$ cat src/hw/rtl/opi_pkg.sv
`default_nettype none
package opi_pkg;

  localparam int TABLE_LEN = 24;
  localparam logic signed [33:0] CORDIC_GAIN = 34'sd652032874;

  typedef struct packed {
    logic [31:0]        stamp;
    logic signed [15:0] lin_vel;
    logic signed [23:0] ang_rate;
  } in_item_t;

  typedef struct packed {
    logic signed [47:0] pos_x;
    logic signed [47:0] pos_y;
    logic [31:0]        heading;
    logic signed [15:0] quat_z;
    logic signed [15:0] quat_w;
    logic [31:0]        out_stamp;
  } out_item_t;

  // datapath commands
  typedef struct packed {
    logic load;       // capture input item
    logic first;      // record stamp only
    logic cordic_init;
    logic cordic_half; // angle source: half yaw
    logic cordic_step;
    logic trig_latch;  // round CORDIC result to Q1.15
    logic mul_vdt;
    logic mul_pos;
    logic acc_upd;
    logic out_load;
  } dp_cmd_t;

  typedef struct packed {
    logic cordic_done;
  } dp_stat_t;

  function automatic logic [31:0] atan_turn(input logic [4:0] i);
    logic [31:0] r;
    unique case (i)
      5'd0: r = 32'd536870912;  5'd1: r = 32'd316933406;
      5'd2: r = 32'd167458907;  5'd3: r = 32'd85004756;
      5'd4: r = 32'd42667331;   5'd5: r = 32'd21354465;
      5'd6: r = 32'd10679838;   5'd7: r = 32'd5340245;
      5'd8: r = 32'd2670163;    5'd9: r = 32'd1335087;
      5'd10: r = 32'd667544;    5'd11: r = 32'd333772;
      5'd12: r = 32'd166886;    5'd13: r = 32'd83443;
      5'd14: r = 32'd41722;     5'd15: r = 32'd20861;
      5'd16: r = 32'd10430;     5'd17: r = 32'd5215;
      5'd18: r = 32'd2608;      5'd19: r = 32'd1304;
      5'd20: r = 32'd652;       5'd21: r = 32'd326;
      5'd22: r = 32'd163;       5'd23: r = 32'd81;
      default: r = 32'd0;
    endcase
    return r;
  endfunction

  function automatic logic signed [15:0] to_q15(input logic signed [33:0] q30);
    logic signed [34:0] t;
    logic signed [19:0] r;
    t = {q30[33], q30} + 35'sd16384;
    r = t[34:15];
    if (r > 20'sd32767) return 16'sd32767;
    if (r < -20'sd32768) return -16'sd32768;
    return r[15:0];
  endfunction

endpackage
`default_nettype wire

$ cat src/hw/rtl/opi_ctrl.sv
`default_nettype none
module opi_ctrl (
  input  wire logic           clk,
  input  wire logic           rst,
  input  wire logic           in_valid,
  output logic                in_ready,
  output logic                out_valid,
  input  wire logic           out_ready,
  input  wire opi_pkg::dp_stat_t stat,
  output opi_pkg::dp_cmd_t    cmd
);
  localparam logic [2:0] S_IDLE = 3'd0, S_COS1 = 3'd1, S_MUL = 3'd2, S_POS = 3'd3,
    S_ACC = 3'd4, S_COS2 = 3'd5, S_OUT = 3'd6, S_HALF = 3'd7;

  logic [2:0] state, state_next;
  logic started, started_next;
  logic ov, ov_next;
  logic launch;

  // the output register parts the sides: take a new beat while a result waits
  assign in_ready = (state == S_IDLE);
  assign out_valid = ov;

  always_comb begin
    cmd = '0;
    state_next = state;
    started_next = started;
    ov_next = ov && !out_ready;
    launch = 1'b0;
    unique case (state)
      S_IDLE: begin
        if (in_valid && in_ready) begin
          cmd.load = 1'b1;
          if (!started) begin
            cmd.first = 1'b1;
            started_next = 1'b1;
          end else begin
            cmd.cordic_init = 1'b1;
            state_next = S_COS1;
          end
        end
      end
      S_COS1: begin
        cmd.cordic_step = 1'b1;
        if (stat.cordic_done) begin
          cmd.cordic_step = 1'b0;
          cmd.trig_latch = 1'b1;
          state_next = S_MUL;
        end
      end
      S_MUL: begin
        cmd.mul_vdt = 1'b1;
        state_next = S_POS;
      end
      S_POS: begin
        cmd.mul_pos = 1'b1;
        state_next = S_ACC;
      end
      S_ACC: begin
        cmd.acc_upd = 1'b1;
        state_next = S_HALF;
      end
      // start the half-yaw run once the new yaw is in place
      S_HALF: begin
        launch = 1'b1;
        state_next = S_COS2;
      end
      S_COS2: begin
        cmd.cordic_half = 1'b1;
        cmd.cordic_step = 1'b1;
        if (stat.cordic_done) begin
          cmd.cordic_step = 1'b0;
          cmd.trig_latch = 1'b1;
          state_next = S_OUT;
        end
      end
      S_OUT: begin
        if (!ov || out_ready) begin
          cmd.out_load = 1'b1;
          ov_next = 1'b1;
          state_next = S_IDLE;
        end
      end
      default: state_next = S_IDLE;
    endcase
    if (launch) begin
      cmd.cordic_init = 1'b1;
      cmd.cordic_half = 1'b1;
    end
  end

  always_ff @(posedge clk) begin
    if (rst) begin
      state <= S_IDLE;
      started <= 1'b0;
      ov <= 1'b0;
    end else begin
      state <= state_next;
      started <= started_next;
      ov <= ov_next;
    end
  end

`ifndef NO_ASSERTIONS
  a_ready_idle: assert property (@(posedge clk) disable iff (rst)
    in_ready |-> state == S_IDLE) else $error("ready outside idle");
  a_out_hold: assert property (@(posedge clk) disable iff (rst)
    ov && !out_ready |=> ov) else $error("result dropped");
  a_first_nores: assert property (@(posedge clk) disable iff (rst)
    cmd.first |=> state == S_IDLE) else $error("first sample started work");
`endif
endmodule
`default_nettype wire

$ cat config.mk
export PLATFORM = sky130hd
export DESIGN_NAME = opi_ctrl
export DESIGN_NICKNAME = d
export VERILOG_FILES = /design/src/hw/rtl/opi_pkg.sv /design/src/hw/rtl/opi_ctrl.sv
export SDC_FILE = /design/constraint.sdc
export NUM_CORES = 1
export LEC_CHECK = 0
export BUFFER_PORTS_ARGS = -buffer_cell sky130_fd_sc_hd__buf_2
export CAP_MARGIN = 20
export CORE_AREA = 2 2 39 41
export DETAILED_ROUTE_END_ITERATION = 6
export DIE_AREA = 0 0 41 43
export PLACE_DENSITY_LB_ADDON = 0.3
export SETUP_SLACK_MARGIN = 0.2
export SYNTH_ARGS = -nofsm -noshare
export SYNTH_HDL_FRONTEND = slang
export SYNTH_SLANG_ARGS = --single-unit
$ cat constraint.sdc
create_clock -name clk -period 1.3 [get_ports clk]
set_input_delay 0.065 -clock clk [delete_from_list [all_inputs] [get_ports clk]]
set_output_delay 0.065 -clock clk [all_outputs]
set_load 0.02 [all_outputs]
* Word-level counts from Yosys, hierarchy flattened
Index checks and enable logic that the tools add are counted.
Storage, ports and cells: input bits 5, word-level logic and storage cells 46, register bits after elaboration 5, output and inout bits 12
Operators by class: reduce and logical (&&, ||, !) cells 9, mux-type cells 22, equal/unequal tests 12
Operator list (count):
- 3-bit one-hot mux with 8 select lines | 1
- 3-bit two-way mux | 7
- 3-bit == test, second input constant | 4
- 1-bit two-way mux | 11
- 3-bit by 2-bit == test with 1-bit output, second input constant | 2
- 2-bit two-way mux | 3
- 2-bit != test, second input constant | 3
- 5-bit AND reduction | 1
- 2-bit by 1-bit != test with 1-bit output, second input constant | 2
- 3-bit by 1-bit == test with 1-bit output, second input constant | 1
- 3-bit logical NOT | 1
- 1-bit logical AND | 2
- 1-bit logical NOT | 2
- 2-bit AND reduction | 1
- 2-bit OR reduction | 1
- 1-bit logical OR | 1

* Depth between registers and ports, before layout
Gate-level depths: netlist of run 1.
depth after elaboration 5, gate-level depth with buffers 4, depth with buffers taken out 3

* Least setup slack after synthesis of run 1
OpenSTA, ideal clock, no wires.
kind reg2out, start register state[0], end output cmd[8] (netlist bit), arrival time 1.315 ns, path slack -0.080 ns, buffers on the path 1, required time 1.235 ns, cell stages (with the launch flop) 5, cells stage by stage dfxtp_1 buf_6 nor3_4 and2_1 and2b_1
RTL lines:
- start: declaration | RTL line opi_ctrl.sv:15 | logic [2:0] state, state_next;
- start signal: assignment | RTL line opi_ctrl.sv:98 | state <= state_next;
- end: declaration | RTL line opi_ctrl.sv:10 | output opi_pkg::dp_cmd_t cmd

==> results of run 1 <==
per-layer routing:
layer / vias to the layer above / global-route usage [%] / wire [um]
met5: - / 0 / 0
met4: 0 / 4.00 / 14
met3: 3 / 9.42 / 71
met2: 14 / 15.3 / 514
met1: 174 / 14.8 / 379
li1: 191 / - / -
power breakdown:
group	total (W)	internal, W	switching (W)
clock	0.000188	0.000117	0.0000715
combinational	0.000629	0.000345	0.000285
sequential	0.000217	0.000183	0.0000339
through the flow:
stage | utilization (%) | total power (W) | area [um2]
2_1_floorplan | - | 0.000462 | 329
3_3_place_gp | 29.7 | 0.000533 | 410
3_5_place_dp | 29.7 | 0.000534 | 410
4_1_cts | 42.8 | 0.000921 | 592
5_1_grt | 49.3 | 0.00109 | 682
6_report | 49.3 | 0.00103 | 682
synthesized netlist by cell type, drive strengths merged:
master / instances / area [um2]
and3: 2 / 12.5
a32oi: 1 / 8.76
dfxtp: 5 / 100
a211o: 1 / 8.76
o21ai: 2 / 10.0
nor3: 3 / 26.3
buf: 3 / 30.0
and2b: 2 / 15.0
a31oi: 1 / 6.26
a2111oi: 1 / 10.0
and2: 2 / 12.5
a21oi: 3 / 15.0
nand2: 2 / 7.51
nand3: 1 / 5.00
nor2: 6 / 22.5
inv: 2 / 7.51
nand2b: 2 / 20.0
worst reg2reg max path, cell delays in order, from the launching register on:
cell and delay, ns:
dfxtp_4 0.34, buf_4 0.13, buf_8 0.13, buf_6 0.12
a2111oi_1 0.33
area by class of cell:
| type | instances | area, um2 |
|---|---|---|
| clock buffers | 4 | 26.3 |
| flip-flops and latches | 5 | 111 |
| well taps | 16 | 20.0 |
| inverters | 2 | 17.5 |
| repair buffers | 27 | 251 |
| fillers | 127 | 702 |
| multi-input cells | 29 | 255 |
worst paths after layout:
check	start	endpoint	slack, ns	cells past startpoint
worst min register to register	started	started	0.53	2
worst max register to register	state[0]	state[1]	0.11	4
worst min-delay path	rst	flop	0.03	2
worst max-delay path	state[0]	cmd[8]	-0.001	4
cells by family after synthesis:
kind of cell / count (synthesis)
AO/OA/AOI/OAI: 9
buffers and inverters: 5
flip-flops: 5
AND/OR/NAND/NOR: 20
timing repair:
item | CTS | global route
resized for setup | 34 | 18
setup buffers | 6 | 3
endpoints found under the setup margin | 12 | 14
pin swaps | 7 | 6
endpoints found under the hold margin | 0 | 0
==> results.json, run 1 <==
{
  "insertedDiodeCount": 0,
  "die_x_um": 41,
  "crit_path_start_kind": "flop",
  "slowest_stage": "dfxtp_4",
  "path_delay_family": "simple AND/OR/NAND/NOR gates",
  "cts_buffers": 3,
  "cts_tree": "yes",
  "ir_worst_vdd_uv": 692,
  "avgViaCountPerCell": 4.60,
  "final_layout_size_suffix_gt1_share_pct": 77.6,
  "grt_pass1_wl_um": 1350,
  "worst-setup-path-type": "flop to output pin",
  "yosys.area_share.simple_pct": 38.2,
  "clk_pin_slew_ns": 0.05,
  "clockRootBuffer": "clkbuf_4",
  "mostFrequentLayoutCell": "buf_6",
  "yosys_warnings": 0,
  "cp.arrival_ns": 1.24,
  "drt_iter0_drc": 0,
  "dieArea_um2": 1760,
  "powerDensity_nw_per_um2": 1520,
  "grt_max_degree": 10,
  "cp_max_fo": 4,
  "worstPathCellList": "nor3_4 > and2_4 > and2b_2 > buf_6",
  "fin_tns_setup_ns": -0.00140,
  "num_io_pins": 17,
  "netlist-cell-type-count": 20,
  "clkLatencyLatePin_ns": 0.25,
  "hold_viol": 0,
  "final_nets": 73,
  "dr.pass1.iters": 1,
  "maxCapViolCount": 0,
  "dieHeight_um": 43,
  "drc": 0,
  "synth_top_family_by_area": "simple AND/OR/NAND/NOR gates",
  "grt_overflow": 0,
  "antenna_found_initial": 0,
  "violations": "setup timing",
  "place_congestion": 0.754,
  "wire_per_inst_um": 11.8,
  "dpl.cell_count": 70,
  "fmax_mhz": 768,
  "io_buffers": 16,
  "synth.net_count": 44,
  "grt_pass1_vias": 332,
  "rsz0062_at_grt": "yes",
  "holdWs_ns": 0.0317,
  "syn_inst": 39,
  "std_cell_rows": 14,
  "postRouteAntennaNets": 0,
  "final-setup-viol-count": 1,
  "relSlewSlack_pct": 78.6,
  "skew_ns": 0.00457,
  "core_area_um2": 1380,
  "synthAdderAreaFrac_pct": 0,
  "h-tree-depth": 1,
  "mostFrequentLayoutCells": "buf_6, buf_2, buf_4",
  "min_period_ns": 1.30,
  "cts_buffer_depth": 2,
  "min_period_over_period_pct": 100,
  "leakage_nw": 0.310,
  "synthMuxAreaShare_pct": 0,
  "finalNonFillerCells": 83,
  "ys_seq_area_share_pct": 31.5,
  "syn_to_final_growth_pct": 115,
  "tightest_slew_ns": 0.321,
  "dp_slack_ns": 0.117,
  "drv_slew": 0,
  "max_stage_delay_ns": 0.34,
  "synth_xor_area_share_pct": 0,
  "critPathRequiredTime_ns": 1.24,
  "cts.sinks": 5,
  "vias": 382,
  "initial_core_util_pct": 23.0,
  "hp-class": "primary input to flop",
  "grt_usage_pct": 12.0,
  "ys_ff_latch": 5,
  "dpl.hpwl_um": 596,
  "cp-end-kind": "output pin",
  "hold_buffers": 0,
  "syn_area_um2": 318,
  "status": "complete, but fails checks",
  "worst-path-buf-inv": 1,
  "final.setup.worst_slack_ns": -0.00140,
  "synth.avg_cell_area_um2": 8.15,
  "synth_compound_area_share_pct": 18.5,
  "routed_wl_um": 979
}
Power figures use the tool's default switching activity.
==> run 2: changes to the inputs <==
==> constraint.sdc (replaced) <==
create_clock -name clk -period 1.3 [get_ports clk]
set_input_delay 0.13 -clock clk [delete_from_list [all_inputs] [get_ports clk]]
set_output_delay 0.13 -clock clk [all_outputs]
set_load 0.02 [all_outputs]
==> results.json, run 2 (synthesized netlist as in run 1, its figures left out) <==
{
  "status": "complete, but fails checks",
  "violations": "setup timing",
  "pwr-share-comb_pct": 62.4,
  "leakage_nw": 0.337,
  "min_period_over_period_pct": 106,
  "reg2regPathDepth": 5,
  "min_period_ns": 1.38,
  "maxCapViolCount": 0,
  "die_x_um": 41,
  "rrSetupSlack_ns": 0.04,
  "wire_per_inst_um": 12.7,
  "vias": 429,
  "cts_tree": "yes",
  "crit_start": "state[1]",
  "crit_end": "cmd[8]",
  "grt_pass1_wl_um": 1790,
  "antenna_found_initial": 0,
  "drv_slew": 0,
  "drt_iter0_drc": 3,
  "dpl.cell_count": 71,
  "grt_pass1_vias": 403,
  "mostFrequentLayoutCell": "buf_6",
  "cts_buffers": 3,
  "cp.arrival_ns": 1.25,
  "power.switching_w": 0.000411,
  "clkLatencyLatePin_ns": 0.25,
  "cts_buffer_depth": 2,
  "h-tree-depth": 1,
  "holdWs_ns": 0.135,
  "routed_wl_um": 1120,
  "initial_core_util_pct": 23.0,
  "grt_max_degree": 8,
  "final-setup-viol-count": 5,
  "clk_pin_slew_ns": 0.04,
  "dpl.hpwl_um": 594,
  "mostFrequentLayoutCells": "buf_6, buf_4, buf_2",
  "grt_overflow": 0,
  "relSlewSlack_pct": 84.8,
  "cp_max_fo": 4,
  "dp_slack_ns": 0.0959,
  "grt_usage_pct": 15.1,
  "finalNonFillerCells": 88,
  "drc": 0,
  "rsz0062_at_grt": "yes",
  "final.setup.worst_slack_ns": -0.0823,
  "netSwitchingFraction_pct": 38.0,
  "core_area_um2": 1380,
  "hold_buffers": 0,
  "insertedDiodeCount": 0,
  "slowest_stage": "dfxtp_4",
  "critPathRequiredTime_ns": 1.17,
  "tightest_slew_ns": 0.228,
  "worstPathCellList": "nor3_4 > and2_4 > and2b_2 > buf_6",
  "cp-end-kind": "output pin",
  "p_int_w": 0.000671,
  "dieArea_um2": 1760,
  "postRouteAntennaNets": 0,
  "cts.sinks": 5,
  "power_frac_seq_pct": 20.4,
  "powerDensity_nw_per_um2": 1510,
  "final_layout_size_suffix_gt1_share_pct": 79.2,
  "final_nets": 78,
  "std_cell_rows": 14,
  "io_buffers": 16,
  "max_stage_delay_ns": 0.35,
  "hold_viol": 0,
  "hp-class": "primary input to flop",
  "clkPwrFrac_pct": 17.3,
  "skew_ns": 0.00238,
  "crit_path_start_kind": "flop",
  "clockRootBuffer": "clkbuf_4",
  "r2r-end": "state[0]",
  "ir_worst_vdd_uv": 838,
  "fmax_mhz": 723,
  "dr.pass1.iters": 4,
  "dieHeight_um": 43,
  "num_io_pins": 17,
  "syn_to_final_growth_pct": 125,
  "worst-setup-path-type": "flop to output pin",
  "avgViaCountPerCell": 4.88,
  "place_congestion": 0.751
}
-- run 2: power by group through the flow --
| stage | Sequential, W | Combinational (W) | Clock (W) |
|---|---|---|---|
| floorplan | 0.000189 | 0.000274 | 0 |
| global placement | 0.000220 | 0.000315 | 0 |
| detailed placement | 0.000220 | 0.000315 | 0 |
| CTS | 0.000217 | 0.000601 | 0.000188 |
| global route | 0.000224 | 0.000718 | 0.000209 |
| finish | 0.000220 | 0.000675 | 0.000187 |
-- run 2: how the worst min path moves through the flow --
stage	from	slack, ns	to	depth (start not counted)
2_1_floorplan	rst	0.20	flop	1
3_3_place_gp	rst	0.37	started	2
3_5_place_dp	rst	0.38	flop	2
4_1_cts	rst	0.11	state[0]	2
5_1_grt	rst	0.13	state[1]	2
6_report	rst	0.14	state[1]	2
-- run 2: what timing repair did --
action                     in CTS  in global routing
setup endpoints to repair      12                 14
resized for setup              42                  6
pin swaps                       9                  2
buffers inserted               11                  2
-- run 2: stage by stage --
| stage | total power, W | instance area (um2) | TNS, ns | utilization (%) |
|---|---|---|---|---|
| 4_1_cts | 0.00101 | 669 | -0.148 | 48.4 |
| 3_3_place_gp | 0.000535 | 423 | 0 | 30.6 |
| 6_report | 0.00108 | 714 | -0.201 | 51.6 |
| 3_5_place_dp | 0.000535 | 423 | 0 | 30.6 |
| 5_1_grt | 0.00115 | 714 | -0.546 | 51.6 |
| 2_1_floorplan | 0.000463 | 334 | -0.0361 | - |
-- run 2: cell type report --
type | instances | area [um2]
Clock buffer | 4 | 26.3
Fill cell | 125 | 669
Inverter | 2 | 12.5
Multi-Input combinational cell | 29 | 265
Sequential cell | 5 | 110
Tap cell | 16 | 20.0
Timing Repair Buffer | 32 | 280
-- run 2: metal layers --
metal | routed length (um) | vias to the layer above | track usage, %
met4 | 17 | 0 | 6.00
met1 | 443 | 205 | 19.1
met2 | 602 | 19 | 21.9
met5 | 0 | - | 0
li1 | - | 203 | -
met3 | 54 | 2 | 6.28
-- run 2: critical path: cells and delay by family (launching register included) --
family | cells | cell delay [ns]
buf+inv | 1 | 0.11
flops | 1 | 0.35
simple gates | 3 | 0.54
==> run 3: changes to the inputs <==
- BUFFER_PORTS_ARGS: -buffer_cell sky130_fd_sc_hd__buf_2 -> unset
- DONT_BUFFER_PORTS: unset -> 1
- SETUP_SLACK_MARGIN: 0.2 -> unset
==> results.json, run 3 (synthesized netlist as in run 1, its figures left out) <==
{
  "status": "complete, but fails checks",
  "violations": "setup timing",
  "std_cell_rows": 14,
  "fillerInstances": 151,
  "rsz0062_at_grt": "yes",
  "final.setup.worst_slack_ns": -0.0261,
  "netSwitchingFraction_pct": 38.0,
  "grt_pass1_wl_um": 1210,
  "holdWs_ns": 0.0349,
  "clk_pin_slew_ns": 0.05,
  "power.switching_w": 0.000289,
  "mostFrequentLayoutCells": "buf_4, nor2_1, a21oi_1, clkbuf_4",
  "min_period_ns": 1.33,
  "cts_tree": "yes",
  "place_congestion": 0.714,
  "postRouteAntennaNets": 0,
  "reg2regPathDepth": 4,
  "pwr-share-comb_pct": 46.8,
  "avgViaCountPerCell": 4.91,
  "h-tree-depth": 1,
  "vias": 339,
  "core_area_um2": 1380,
  "cts_buffers": 3,
  "utilization_pct": 32.3,
  "crit_path_start_kind": "flop",
  "place_area_um2": 387,
  "final_nets": 59,
  "drc": 0,
  "grt_usage_pct": 10.8,
  "cp_max_fo": 4,
  "final_layout_size_suffix_gt1_share_pct": 45.3,
  "dieHeight_um": 43,
  "die_x_um": 41,
  "grt_max_degree": 10,
  "min_period_over_period_pct": 102,
  "drt_iter0_drc": 14,
  "io_buffers": 0,
  "leakage_nw": 0.203,
  "skew_ns": 0.00871,
  "cp-end-kind": "output pin",
  "grt_pass1_vias": 290,
  "cts_buffer_depth": 2,
  "initial_core_util_pct": 23.0,
  "grt_overflow": 0,
  "power_w": 0.000759,
  "final_area_um2": 447,
  "powerDensity_nw_per_um2": 1700,
  "dr.pass1.iters": 4,
  "r2r-end": "state[0]",
  "cp.arrival_ns": 1.20,
  "num_io_pins": 17,
  "final-setup-viol-count": 2,
  "ir_worst_vdd_uv": 538,
  "relSlewSlack_pct": 78.5,
  "power_frac_seq_pct": 28.7,
  "crit_end": "cmd[8]",
  "tightest_slew_ns": 0.322,
  "hold_viol": 0,
  "cts.sinks": 5,
  "rrSetupSlack_ns": 0.24,
  "mostFrequentLayoutCell": "buf_4",
  "crit_start": "state[0]",
  "wire_per_inst_um": 11.5,
  "syn_to_final_growth_pct": 40.6,
  "fmax_mhz": 754,
  "clockRootBuffer": "clkbuf_4",
  "clkLatencyLatePin_ns": 0.25,
  "timing.rr.start": "state[1]",
  "insertedDiodeCount": 0,
  "hp-class": "primary input to flop",
  "drv_slew": 0,
  "clkPwrFrac_pct": 24.5,
  "antenna_found_initial": 0,
  "critPathRequiredTime_ns": 1.17,
  "worst-setup-path-type": "flop to output pin",
  "maxCapViolCount": 0,
  "fin_tns_setup_ns": -0.0299,
  "routed_wl_um": 791,
  "dpl.hpwl_um": 560,
  "p_int_w": 0.000470,
  "dieArea_um2": 1760
}
## run 3: changes by cell type in the layout (fill, tap and decap cells not counted), moves of 2 or more
cell	delta
inv_2	+2
and3_4	-2
nor3_1	+2
and3_1	+2
inv_4	-2
buf_2	-5
nor2_4	-2
buf_6	-14
nor2_1	+2
## run 3: power by group through the flow
stage	logic (W)	registers [W]	clock network, W
5_1_grt	0.000382	0.000222	0.000200
6_report	0.000355	0.000218	0.000186
3_3_place_gp	0.000312	0.000220	0
3_5_place_dp	0.000308	0.000221	0
2_1_floorplan	0.000269	0.000189	0
4_1_cts	0.000357	0.000218	0.000193
## run 3: worst min-delay path by stage
stage / to / depth (start not counted) / start
final: started / 2 / in_valid
after CTS: started / 2 / in_valid
after detailed placement: flop / 1 / rst
after floorplan: flop / 1 / rst
after global placement: flop / 1 / rst
after global routing: state[1] / 2 / stat
## run 3: routing by layer
metal,track usage [%],vias to the layer above,wire length (um)
li1,-,163,-
met4,10.0,0,35
met5,0,-,0
met1,14.2,153,324
met2,13.1,18,360
met3,3.14,5,71
## run 3: area by class of cell
class / count / area, um2 / share of cell area [%]
clock buffers: 4 / 26.3 / 5.88
inverters: 2 / 7.51 / 1.68
multi-input cells: 29 / 184 / 41.2
flip-flops and latches: 5 / 109 / 24.4
well taps: 16 / 20.0 / 4.48
repair buffers: 13 / 100 / 22.4
## run 3: metrics by stage
step	setup WS, ns	cells
floorplan	-0.0361	39
global placement	0.126	62
detailed placement	0.130	62
CTS	-0.0517	69
global route	-0.0865	69
finish	-0.0261	69
## run 3: what timing repair did
item	CTS	global route
hold buffers	1	0
gates resized for setup	4	1
pin swaps	2	1
hold endpoints to repair	5	0
setup endpoints to repair	6	4
buffers inserted	2	0
## run 3: worst max-delay path: stages, from the launching register on
cell and delay [ns]:
dfxtp_2 0.34, nor3_4 0.23, and2_4 0.17, and2b_2 0.20
